## config.mk

```make
export PLATFORM = sky130hd
export DESIGN_NAME = key_matrix_to_ascii_decoder_flat
export DESIGN_NICKNAME = d
export VERILOG_FILES = /design/src/rtl/core/kmad_pkg.sv /design/src/rtl/core/kmad_if.sv /design/src/rtl/core/kmad_row_lane.sv /design/src/rtl/core/kmad_merge.sv /design/src/rtl/core/key_matrix_to_ascii_decoder.sv /design/src/flat_wrapper.sv
export SDC_FILE = /design/constraint.sdc
export NUM_CORES = 1
export LEC_CHECK = 0
export BUFFER_PORTS_ARGS = -buffer_cell sky130_fd_sc_hd__buf_2
export CAP_MARGIN = 30
export CORE_ASPECT_RATIO = 1.75
export CORE_MARGIN = 2
export CORE_UTILIZATION = 50
export DETAILED_ROUTE_END_ITERATION = 7
export PLACE_DENSITY = 0.79
export SYNTH_ARGS = -nofsm -noshare
export SYNTH_HDL_FRONTEND = slang
export SYNTH_SLANG_ARGS = --single-unit
export TNS_END_PERCENT = 10
```

## constraint.sdc

```tcl
create_clock -name i_clk -period 2.9 [get_ports i_clk]
set_input_delay 0.145 -clock i_clk [delete_from_list [all_inputs] [get_ports i_clk]]
set_output_delay 0.145 -clock i_clk [all_outputs]
set_load 0.01 [all_outputs]
```

## src/rtl/core/kmad_pkg.sv

```systemverilog
package kmad_pkg;

    localparam int ROW_COUNT = 7;
    localparam int COL_COUNT = 8;
    localparam int CODE_W    = 7;
    localparam int ROW_W     = 3;

    localparam logic [CODE_W-1:0] LOWER_A     = 7'h61;
    localparam logic [CODE_W-1:0] CASE_DELTA  = 7'h20;
    localparam logic [CODE_W-1:0] PUNCT_DELTA = 7'h10;

    // Key table, row-major; column 0 is bit 7 of the row byte.
    localparam logic [CODE_W-1:0] KEY_MAP [0:ROW_COUNT*COL_COUNT-1] = '{
        7'h79, 7'h7a, 7'h40, 7'h00, 7'h00, 7'h00, 7'h00, 7'h00,
        7'h71, 7'h72, 7'h73, 7'h74, 7'h75, 7'h76, 7'h77, 7'h78,
        7'h69, 7'h6a, 7'h6b, 7'h6c, 7'h6d, 7'h6e, 7'h6f, 7'h70,
        7'h61, 7'h62, 7'h63, 7'h64, 7'h65, 7'h66, 7'h67, 7'h68,
        7'h31, 7'h32, 7'h33, 7'h34, 7'h35, 7'h36, 7'h37, 7'h38,
        7'h2a, 7'h2b, 7'h2d, 7'h20, 7'h30, 7'h39, 7'h2c, 7'h2e,
        7'h00, 7'h00, 7'h6b, 7'h6a, 7'h6c, 7'h68, 7'h3f, 7'h2f
    };

    // Keys whose code shift alters, in row-byte bit layout.
    localparam logic [COL_COUNT-1:0] SHIFTABLE_KEYS [0:ROW_COUNT-1] = '{
        8'h00, 8'hd2, 8'h01, 8'h00, 8'h00, 8'h03, 8'h00
    };

    typedef struct packed {
        logic              hit;
        logic [CODE_W-1:0] code;
    } t_lane_res;

    typedef struct packed {
        logic [CODE_W-1:0] key_code;
        logic              key_valid;
        logic [ROW_W-1:0]  row_found;
    } t_key_res;

endpackage

```

## src/rtl/core/kmad_if.sv

```systemverilog
interface kmad_scan_if;
    logic       valid;
    logic       ready;
    logic [7:0] row1_bits;
    logic [7:0] row2_bits;
    logic [7:0] row3_bits;
    logic [7:0] row4_bits;
    logic [7:0] row5_bits;
    logic [7:0] row6_bits;
    logic [7:0] row7_bits;
    logic       shift_held;

    modport source (
        output valid, row1_bits, row2_bits, row3_bits, row4_bits,
               row5_bits, row6_bits, row7_bits, shift_held,
        input  ready
    );
    modport sink (
        input  valid, row1_bits, row2_bits, row3_bits, row4_bits,
               row5_bits, row6_bits, row7_bits, shift_held,
        output ready
    );
endinterface

interface kmad_key_if;
    logic       valid;
    logic       ready;
    logic [6:0] key_code;
    logic       key_valid;
    logic [2:0] row_found;

    modport source (
        output valid, key_code, key_valid, row_found,
        input  ready
    );
    modport sink (
        input  valid, key_code, key_valid, row_found,
        output ready
    );
endinterface

```

## src/rtl/core/kmad_row_lane.sv

```systemverilog
module kmad_row_lane #(
    parameter int ROW_IDX = 0
) (
    input  logic [kmad_pkg::COL_COUNT-1:0] i_bits,
    input  logic                           i_shift,
    output kmad_pkg::t_lane_res            o_res
);
    import kmad_pkg::*;

    localparam int COL_IDX_W = $clog2(COL_COUNT);

    logic [COL_IDX_W-1:0] top_bit;
    logic [COL_IDX_W-1:0] col;
    logic [CODE_W-1:0]    base_code;
    logic                 any_bit;
    logic                 shifted;

    // Highest set bit wins.
    always_comb begin
        top_bit = '0;
        for (int b = 0; b < COL_COUNT; b++) begin
            if (i_bits[b]) begin
                top_bit = COL_IDX_W'(b);
            end
        end
    end

    assign any_bit   = |i_bits;
    assign col       = COL_IDX_W'(COL_COUNT - 1) - top_bit;
    assign base_code = KEY_MAP[ROW_IDX*COL_COUNT + int'(col)];
    assign shifted   = i_shift && SHIFTABLE_KEYS[ROW_IDX][top_bit];

    always_comb begin
        o_res.hit  = any_bit && (base_code != '0);
        o_res.code = base_code;
        if (shifted) begin
            if (base_code >= LOWER_A) begin
                o_res.code = base_code - CASE_DELTA;
            end else begin
                o_res.code = base_code + PUNCT_DELTA;
            end
        end
    end

endmodule

```

## src/rtl/core/kmad_merge.sv

```systemverilog
module kmad_merge (
    input  logic                i_clk,
    input  logic                i_rst_n,
    input  kmad_pkg::t_lane_res i_lanes [kmad_pkg::ROW_COUNT],
    input  logic                i_valid,
    output logic                o_ready,
    output logic                o_valid,
    output kmad_pkg::t_key_res  o_res,
    input  logic                i_ready
);
    import kmad_pkg::*;

    t_key_res sel;
    t_key_res r_out, n_out;
    t_key_res r_skid, n_skid;
    logic     r_out_valid, n_out_valid;
    logic     r_skid_valid, n_skid_valid;
    logic     in_fire;

    // Lowest-numbered row with a hit wins.
    always_comb begin
        sel = '0;
        for (int r = ROW_COUNT - 1; r >= 0; r--) begin
            if (i_lanes[r].hit) begin
                sel.key_code  = i_lanes[r].code;
                sel.key_valid = 1'b1;
                sel.row_found = ROW_W'(r + 1);
            end
        end
    end

    assign o_ready = !r_skid_valid;
    assign in_fire = i_valid && o_ready;

    always_comb begin
        n_out        = r_out;
        n_out_valid  = r_out_valid;
        n_skid       = r_skid;
        n_skid_valid = r_skid_valid;
        if (!r_out_valid || i_ready) begin
            // output slot frees up: drain skid first, else take new transfer
            if (r_skid_valid) begin
                n_out        = r_skid;
                n_out_valid  = 1'b1;
                n_skid_valid = 1'b0;
            end else begin
                n_out       = sel;
                n_out_valid = in_fire;
            end
        end else if (in_fire) begin
            // output stalled: park the new result
            n_skid       = sel;
            n_skid_valid = 1'b1;
        end
    end

    always_ff @(posedge i_clk) begin
        if (!i_rst_n) begin
            r_out_valid  <= 1'b0;
            r_skid_valid <= 1'b0;
        end else begin
            r_out_valid  <= n_out_valid;
            r_skid_valid <= n_skid_valid;
        end
    end

    always_ff @(posedge i_clk) begin
        r_out  <= n_out;
        r_skid <= n_skid;
    end

    assign o_valid = r_out_valid;
    assign o_res   = r_out;

endmodule

```

## src/rtl/core/key_matrix_to_ascii_decoder.sv

```systemverilog
// Channel  | Dir | Payload
// ---------+-----+------------------------------------------------
// i_scan   | in  | row1_bits..row7_bits (8b each), shift_held (1b)
// o_key    | out | key_code (7b), key_valid (1b), row_found (3b)
//
// One scan per cycle while ready is high; each result enters the output
// register, or waits in the skid slot while the output stalls.
// Seven row lanes decode in parallel, a priority merge picks the first row.
// Output register plus a one-entry skid: input stays ready while a result
// waits, and drops ready only when both slots are full.
// Synchronous active-low reset empties both slots.
module key_matrix_to_ascii_decoder (
    input  logic        i_clk,
    input  logic        i_rst_n,
    kmad_scan_if.sink   i_scan,
    kmad_key_if.source  o_key
);
    import kmad_pkg::*;

    logic [COL_COUNT-1:0] row_bits [ROW_COUNT];
    t_lane_res            lanes    [ROW_COUNT];
    t_key_res             res;

    assign row_bits[0] = i_scan.row1_bits;
    assign row_bits[1] = i_scan.row2_bits;
    assign row_bits[2] = i_scan.row3_bits;
    assign row_bits[3] = i_scan.row4_bits;
    assign row_bits[4] = i_scan.row5_bits;
    assign row_bits[5] = i_scan.row6_bits;
    assign row_bits[6] = i_scan.row7_bits;

    for (genvar g = 0; g < ROW_COUNT; g++) begin : g_lane
        kmad_row_lane #(
            .ROW_IDX (g)
        ) u_lane (
            .i_bits  (row_bits[g]),
            .i_shift (i_scan.shift_held),
            .o_res   (lanes[g])
        );
    end

    kmad_merge u_merge (
        .i_clk   (i_clk),
        .i_rst_n (i_rst_n),
        .i_lanes (lanes),
        .i_valid (i_scan.valid),
        .o_ready (i_scan.ready),
        .o_valid (o_key.valid),
        .o_res   (res),
        .i_ready (o_key.ready)
    );

    assign o_key.key_code  = res.key_code;
    assign o_key.key_valid = res.key_valid;
    assign o_key.row_found = res.row_found;

endmodule

```

## src/flat_wrapper.sv

```systemverilog
// flat-port wrapper written by rule: the top's interface ports become plain ports
module key_matrix_to_ascii_decoder_flat import kmad_pkg::*;
  (i_clk, i_rst_n, i_scan_valid, i_scan_row1_bits, i_scan_row2_bits, i_scan_row3_bits, i_scan_row4_bits, i_scan_row5_bits, i_scan_row6_bits, i_scan_row7_bits, i_scan_shift_held, i_scan_ready, o_key_valid, o_key_key_code, o_key_key_valid, o_key_row_found, o_key_ready);
  kmad_scan_if i_scan_i ();
  kmad_key_if o_key_i ();
  input  logic i_clk;
  input  logic i_rst_n;
  input wire logic [$bits(i_scan_i.valid)-1:0] i_scan_valid;
  input wire logic [$bits(i_scan_i.row1_bits)-1:0] i_scan_row1_bits;
  input wire logic [$bits(i_scan_i.row2_bits)-1:0] i_scan_row2_bits;
  input wire logic [$bits(i_scan_i.row3_bits)-1:0] i_scan_row3_bits;
  input wire logic [$bits(i_scan_i.row4_bits)-1:0] i_scan_row4_bits;
  input wire logic [$bits(i_scan_i.row5_bits)-1:0] i_scan_row5_bits;
  input wire logic [$bits(i_scan_i.row6_bits)-1:0] i_scan_row6_bits;
  input wire logic [$bits(i_scan_i.row7_bits)-1:0] i_scan_row7_bits;
  input wire logic [$bits(i_scan_i.shift_held)-1:0] i_scan_shift_held;
  output wire logic [$bits(i_scan_i.ready)-1:0] i_scan_ready;
  output wire logic [$bits(o_key_i.valid)-1:0] o_key_valid;
  output wire logic [$bits(o_key_i.key_code)-1:0] o_key_key_code;
  output wire logic [$bits(o_key_i.key_valid)-1:0] o_key_key_valid;
  output wire logic [$bits(o_key_i.row_found)-1:0] o_key_row_found;
  input wire logic [$bits(o_key_i.ready)-1:0] o_key_ready;
  assign i_scan_i.valid = i_scan_valid;
  assign i_scan_i.row1_bits = i_scan_row1_bits;
  assign i_scan_i.row2_bits = i_scan_row2_bits;
  assign i_scan_i.row3_bits = i_scan_row3_bits;
  assign i_scan_i.row4_bits = i_scan_row4_bits;
  assign i_scan_i.row5_bits = i_scan_row5_bits;
  assign i_scan_i.row6_bits = i_scan_row6_bits;
  assign i_scan_i.row7_bits = i_scan_row7_bits;
  assign i_scan_i.shift_held = i_scan_shift_held;
  assign i_scan_ready = i_scan_i.ready;
  assign o_key_valid = o_key_i.valid;
  assign o_key_key_code = o_key_i.key_code;
  assign o_key_key_valid = o_key_i.key_valid;
  assign o_key_row_found = o_key_i.row_found;
  assign o_key_i.ready = o_key_ready;
  key_matrix_to_ascii_decoder u_core (.i_clk(i_clk), .i_rst_n(i_rst_n), .i_scan(i_scan_i), .o_key(o_key_i));
endmodule
```

== Word level (Yosys, flattened, before mapping) ==
Memories as Yosys holds them, arrays and structs flattened.
Index checks and enable logic that the tools add are counted.
Storage, ports and cells
  flip-flop bits (word level): 24
  bits in read-only memories: 3192
  logic and storage cells: 206
  output and inout port bits: 13
  memories: 14
  bits of input ports: 61
Cells by class
  add/subtract/negate cells: 27
  order comparisons: 21
  muxes and demuxes: 93
  reductions and logical operators: 34
  bitwise logic cells: 9
Memory list
  (no name shown): depth 64, bits a word 7, rd ports 1, clocked after memory_dff 0, write ports 0, RTL line kmad_row_lane.sv:30  | assign base_code = KEY_MAP[ROW_IDX*COL_COUNT + int'(col)];
  (no name shown): depth 64, bits a word 7, rd ports 1, clocked after memory_dff 0, write ports 0, RTL line kmad_row_lane.sv:30
  (no name shown): depth 64, bits a word 7, rd ports 1, clocked after memory_dff 0, write ports 0, RTL line kmad_row_lane.sv:30
  (no name shown): depth 64, bits a word 7, rd ports 1, clocked after memory_dff 0, write ports 0, RTL line kmad_row_lane.sv:30
  (no name shown): depth 64, bits a word 7, rd ports 1, clocked after memory_dff 0, write ports 0, RTL line kmad_row_lane.sv:30
  (no name shown): depth 64, bits a word 7, rd ports 1, clocked after memory_dff 0, write ports 0, RTL line kmad_row_lane.sv:30
  +8 memories
Operator list (number)
  $ge A32 B7 Y1 const B: 7
  $mux W7: 28
  $mux W3: 42
  $not A7 Y32: 3
  $mux W11: 8
  $not A6 Y32: 2
  $reduce_or A8 Y1: 7
  $add A7 B5 Y7 const B: 7
  $ge A7 B7 Y1 const B: 7
  $reduce_bool A7 Y1: 7
  $sub A7 B6 Y7 const B: 7
  $not A3 Y32: 1
  $not A5 Y32: 1
  $lt A3 B4 Y1 const B: 7
  $add A6 B3 Y7 const A: 3
  $sub A3 B3 Y3 const A: 7
  $logic_and A1 B1 Y1: 15
  $mux W1: 15
  $add A5 B3 Y6 const A: 2
  $add A4 B3 Y5 const A: 1
  $logic_not A1 Y1: 2
  $not A1 Y1: 2
  $reduce_and A2 Y1: 1
  $reduce_or A2 Y1: 1
  $logic_or A1 B1 Y1: 1

== Logic depth before layout (Yosys ltp) ==
  depth in word-level cells: 24
  depth in mapped cells: 9
  depth with buffers taken out: 9

== Hierarchy ==
Synthesis repeated with hierarchy kept, for this count alone.
Unflattened totals
  cells, all modules: 276
  area, all modules: 2399.8 um^2
By module, submodules not included
  kmad_merge: area an instance 1362.6 um^2, seq. area each 700.7 um^2, cells each 127, times used 1
  kmad_row_lane (u_core.g_lane[3].u_lane ...): area an instance 157.7 um^2, seq. area each 0.0 um^2, cells each 23, times used 2
  kmad_row_lane (u_core.g_lane[5].u_lane): area an instance 231.5 um^2, seq. area each 0.0 um^2, cells each 32, times used 1
  kmad_row_lane (u_core.g_lane[1].u_lane): area an instance 171.4 um^2, seq. area each 0.0 um^2, cells each 24, times used 1
  kmad_row_lane (u_core.g_lane[2].u_lane): area an instance 145.1 um^2, seq. area each 0.0 um^2, cells each 21, times used 1
  kmad_row_lane (u_core.g_lane[6].u_lane): area an instance 118.9 um^2, seq. area each 0.0 um^2, cells each 17, times used 1
  kmad_row_lane (u_core.g_lane[0].u_lane): area an instance 55.1 um^2, seq. area each 0.0 um^2, cells each 9, times used 1

== Worst setup path after synthesis ==
OpenSTA, ideal clock, no wires.
  path kind: input -> register
  start: in i_scan_row7_bits[5]
  end: reg u_core.u_merge.r_out (netlist bit u_core.u_merge.o_res[4]), data pin
  data required time: 2.640 ns
  buffers on the path: 0
  arrival: 1.903 ns
  setup slack: 0.738 ns
  library setup time: 0.260 ns
  cell stages on the path: 7
  cell sequence: o31ai_1 -> ha_1 -> a21o_1 -> nor4_1 -> or4_1 -> o32a_1 -> mux2_2
RTL lines
  start: declaration: RTL line flat_wrapper.sv:15  | input wire logic [$bits(i_scan_i.row7_bits)-1:0] i_scan_row7_bits;
  end signal: assignment: RTL line kmad_merge.sv:68  | r_out <= n_out;
  end: declaration: RTL line kmad_merge.sv:14  | t_key_res r_out, n_out;

==> reports/qor.csv <==
metric;value;unit
outcome;finished clean;
Adder-Cell Fraction of Synth Area;0.0868;
Clock Root Buffer;clkbuf_8;
Worst Hold Class;in2reg;
crit path DAT;2.19;ns
die width;52.0;µm
total power;0.760;mW
RD Place Congestion;0.933;
Seq pwr share;0.522;
total grt overflow;0;
wire length per cell;13.5;µm
utilization after layout;0.643;
die area;4580;µm²
layout cell share with drive strength beyond 1;0.300;
Clock Sink Count;24;
htree depth;1;
Req. time, crit path;2.92;ns
top post-synthesis cells by count;nor2_1 (26), edfxtp_1 (22), a21oi_1 (18), nor3_1 (18), ha_1 (14);
Std-Cell Rows;30;
CP Max Fanout;4;
RR Endpoint;u_core.u_merge.r_skid[7];
vias in the first global route;1955;
clk_lat worst skew;0.26;ns
Area growth syn-to-layout;23.3;%
Clock Power Share;0.246;
Worst-path clk slew;0.07;ns
post_cts resized;0;
WL final;4690;µm
Synth Area in Compound Gates;0.206;
Fin. Hold Viols;0;
CP endpoint kind;flop;
count of final setup violators;0;
CP max stage delay;0.54;ns
RSZ-0062 raised after global routing;no;
cells along the critical path;buf_2 > clkinv_1 > a21oi_1 > o31ai_1 > ha_1 > xnor2_1 > a21oi_1 > nor4b_1 > o31ai_1 > mux2_2;
dpl hpwl;4060;µm
largest family of logic cells by synthesized area;simple AND/OR/NAND/NOR gates;
CP Class;in2reg;
Worst R2R Setup Slack;1.40;ns
postcts setup bufs;0;
Starting Density;0.522;
initial antenna violation count;0;
post-synthesis sequential area ratio;0.347;
Total GRT Usage;0.221;
Syn Area/Cell;8.96;µm²
Ports;74;
Buf/Inv on CP;2;
Slew Limit Fails;0;
cell count after synthesis;225;
M3 GR Usage;0.0154;
drt first pass iters;4;
number of synthesis warnings;0;
CP max stage cell;o31ai_1;
Post-synth EDFFs;22;
Worst setup SP type;input pin;
power per cell area;306;nW/µm²
Slew HR;0.567;
routed vias;2013;
Static Leakage;0.981;nW
setup ws final;0.729;ns
DP Worst Slack;0.456;ns
Bufs on Longest Clock Path;2;
maxcap violations;0;
GRT busiest layer;met2;
Net Count, Synth;300;
ys async rst share;0;
switching share of total power;0.258;
area share of the largest cell type after synthesis;0.328;
Post-Synth Simple-Gate Area;0.288;
CTS tree;built;
Num CTS Buffers;3;
GRT met1 Usage;0.222;
Synth area leaders;edfxtp_1 (33%), ha_1 (8.7%), nor2_1 (4.8%), a21oi_1 (4.5%), nor3_1 (4.5%);
most frequent cell after synthesis;nor2_1;
IO buf count;69;
fin area;2490;µm²
Gate power share;0.232;
die height;88.0;µm
R2R cell count;3;
Crit Reg-Reg Startpoint;u_core.u_merge.o_valid;
# DRC;0;
DR vias/cell;5.78;
P_int;0.564;mW
Fin Clk Skew;0.00238;ns
first-pass GRT wire length;7800;µm
Synth Register Bits;24;
fin nets;376;
Worst Hold Endpoint;u_core.u_merge.o_valid;
Final period util;0.749;
core area;3870;µm²
diode count;0;
Hold Path Cell Cnt;2;
met2 Usage GRT;0.435;
Synth area leader;edfxtp_1;
antenna-violating nets left;0;
final setup TNS;0;ns
drt initial violations;68;
Switching Power;0.196;mW
ys flop type;edfxtp_1;
hold buffers post-CTS;0;
min-delay src;i_rst_n;
largest net degree at the start of global routing;15;
critical path's top delay family;compound AO/OA/AOI/OAI gates;
Tmin final;2.17;ns
Unique masters post-synth;47;
post-synthesis mux area share;0.0391;
post-synthesis xor/xnor area fraction;0.00434;
fill cell count;345;
fmax;0.461;GHz
Worst Max-Slew Pin Slew;0.644;ns
Post-DP Area;2440;µm²
Worst VDD drop;0.000233;V
Mapped Area;2020;µm²
[area by class of cell]
class	count	area (µm²)	area share
multi-input cells	186	1260	0.507
flip-flops and latches	24	701	0.282
repair buffers	72	368	0.148
well taps	48	60.1	0.0242
inverters	14	52.6	0.0211
clock buffers	3	41.3	0.0166
clock inverters	1	3.75	0.00151
[sequential cells by signal, indices dropped and copies added, names as in the netlist]
name and cells:
u_core.u_merge.r_skid_valid 1, u_core.u_merge.o_res 11, u_core.u_merge.o_valid 1, u_core.u_merge.r_skid 11
[power groups by stage]
stage | registers, mW | logic (mW) | clock network [mW]
floorplan | 0.411 | 0.0759 | 0
global placement | 0.404 | 0.171 | 0
detailed placement | 0.405 | 0.176 | 0
CTS | 0.397 | 0.177 | 0.189
global route | 0.399 | 0.198 | 0.202
finish | 0.397 | 0.176 | 0.187
[metal layers]
layer | vias up | part of all wire | wire length (µm)
met5 | - | 0 | 0
met2 | 61 | 0.56 | 2650
met4 | 0 | 0.034 | 160
li1 | 1019 | - | -
met1 | 918 | 0.37 | 1720
met3 | 15 | 0.035 | 164
[placed cells by master, fill, tap and decap left out, types with 5 or more instances in the layout]
cell,instances
a21oi_1,18
buf_2,69
edfxtp_1,22
ha_1,14
inv_1,12
mux2_2,7
nand2_1,12
nand3_1,7
nor2_1,26
nor3_1,18
nor4_1,5
o211ai_1,5
o21ai_0,13
o31ai_1,6
[stage by stage]
stage,hold slack (ns),instances
2_1_floorplan,0.299,225
3_3_place_gp,0.412,344
3_5_place_dp,0.423,344
4_1_cts,0.148,348
5_1_grt,0.146,348
6_report,0.144,348
[cells by family after synthesis]
logic type	after synthesis
mux	7
simple gates	99
flops	24
compound gates	65
buf+inv	15
xor+xnor	1
fa+ha+maj	14
[worst max path at each step]
stage	from	to	slack, ns	cells past startpoint
6_report	i_scan_row2_bits[2]	u_core.u_merge.o_res[9]	0.73	10
5_1_grt	i_scan_row2_bits[2]	u_core.u_merge.o_res[9]	0.62	10
4_1_cts	i_scan_row2_bits[2]	u_core.u_merge.o_res[9]	0.74	10
3_5_place_dp	i_scan_row2_bits[2]	u_core.u_merge.o_res[9]	0.46	10
3_3_place_gp	i_scan_row2_bits[2]	u_core.u_merge.o_res[9]	0.51	10
2_1_floorplan	i_scan_row7_bits[5]	u_core.u_merge.o_res[4]	0.74	7
Power figures use the tool's default switching activity.
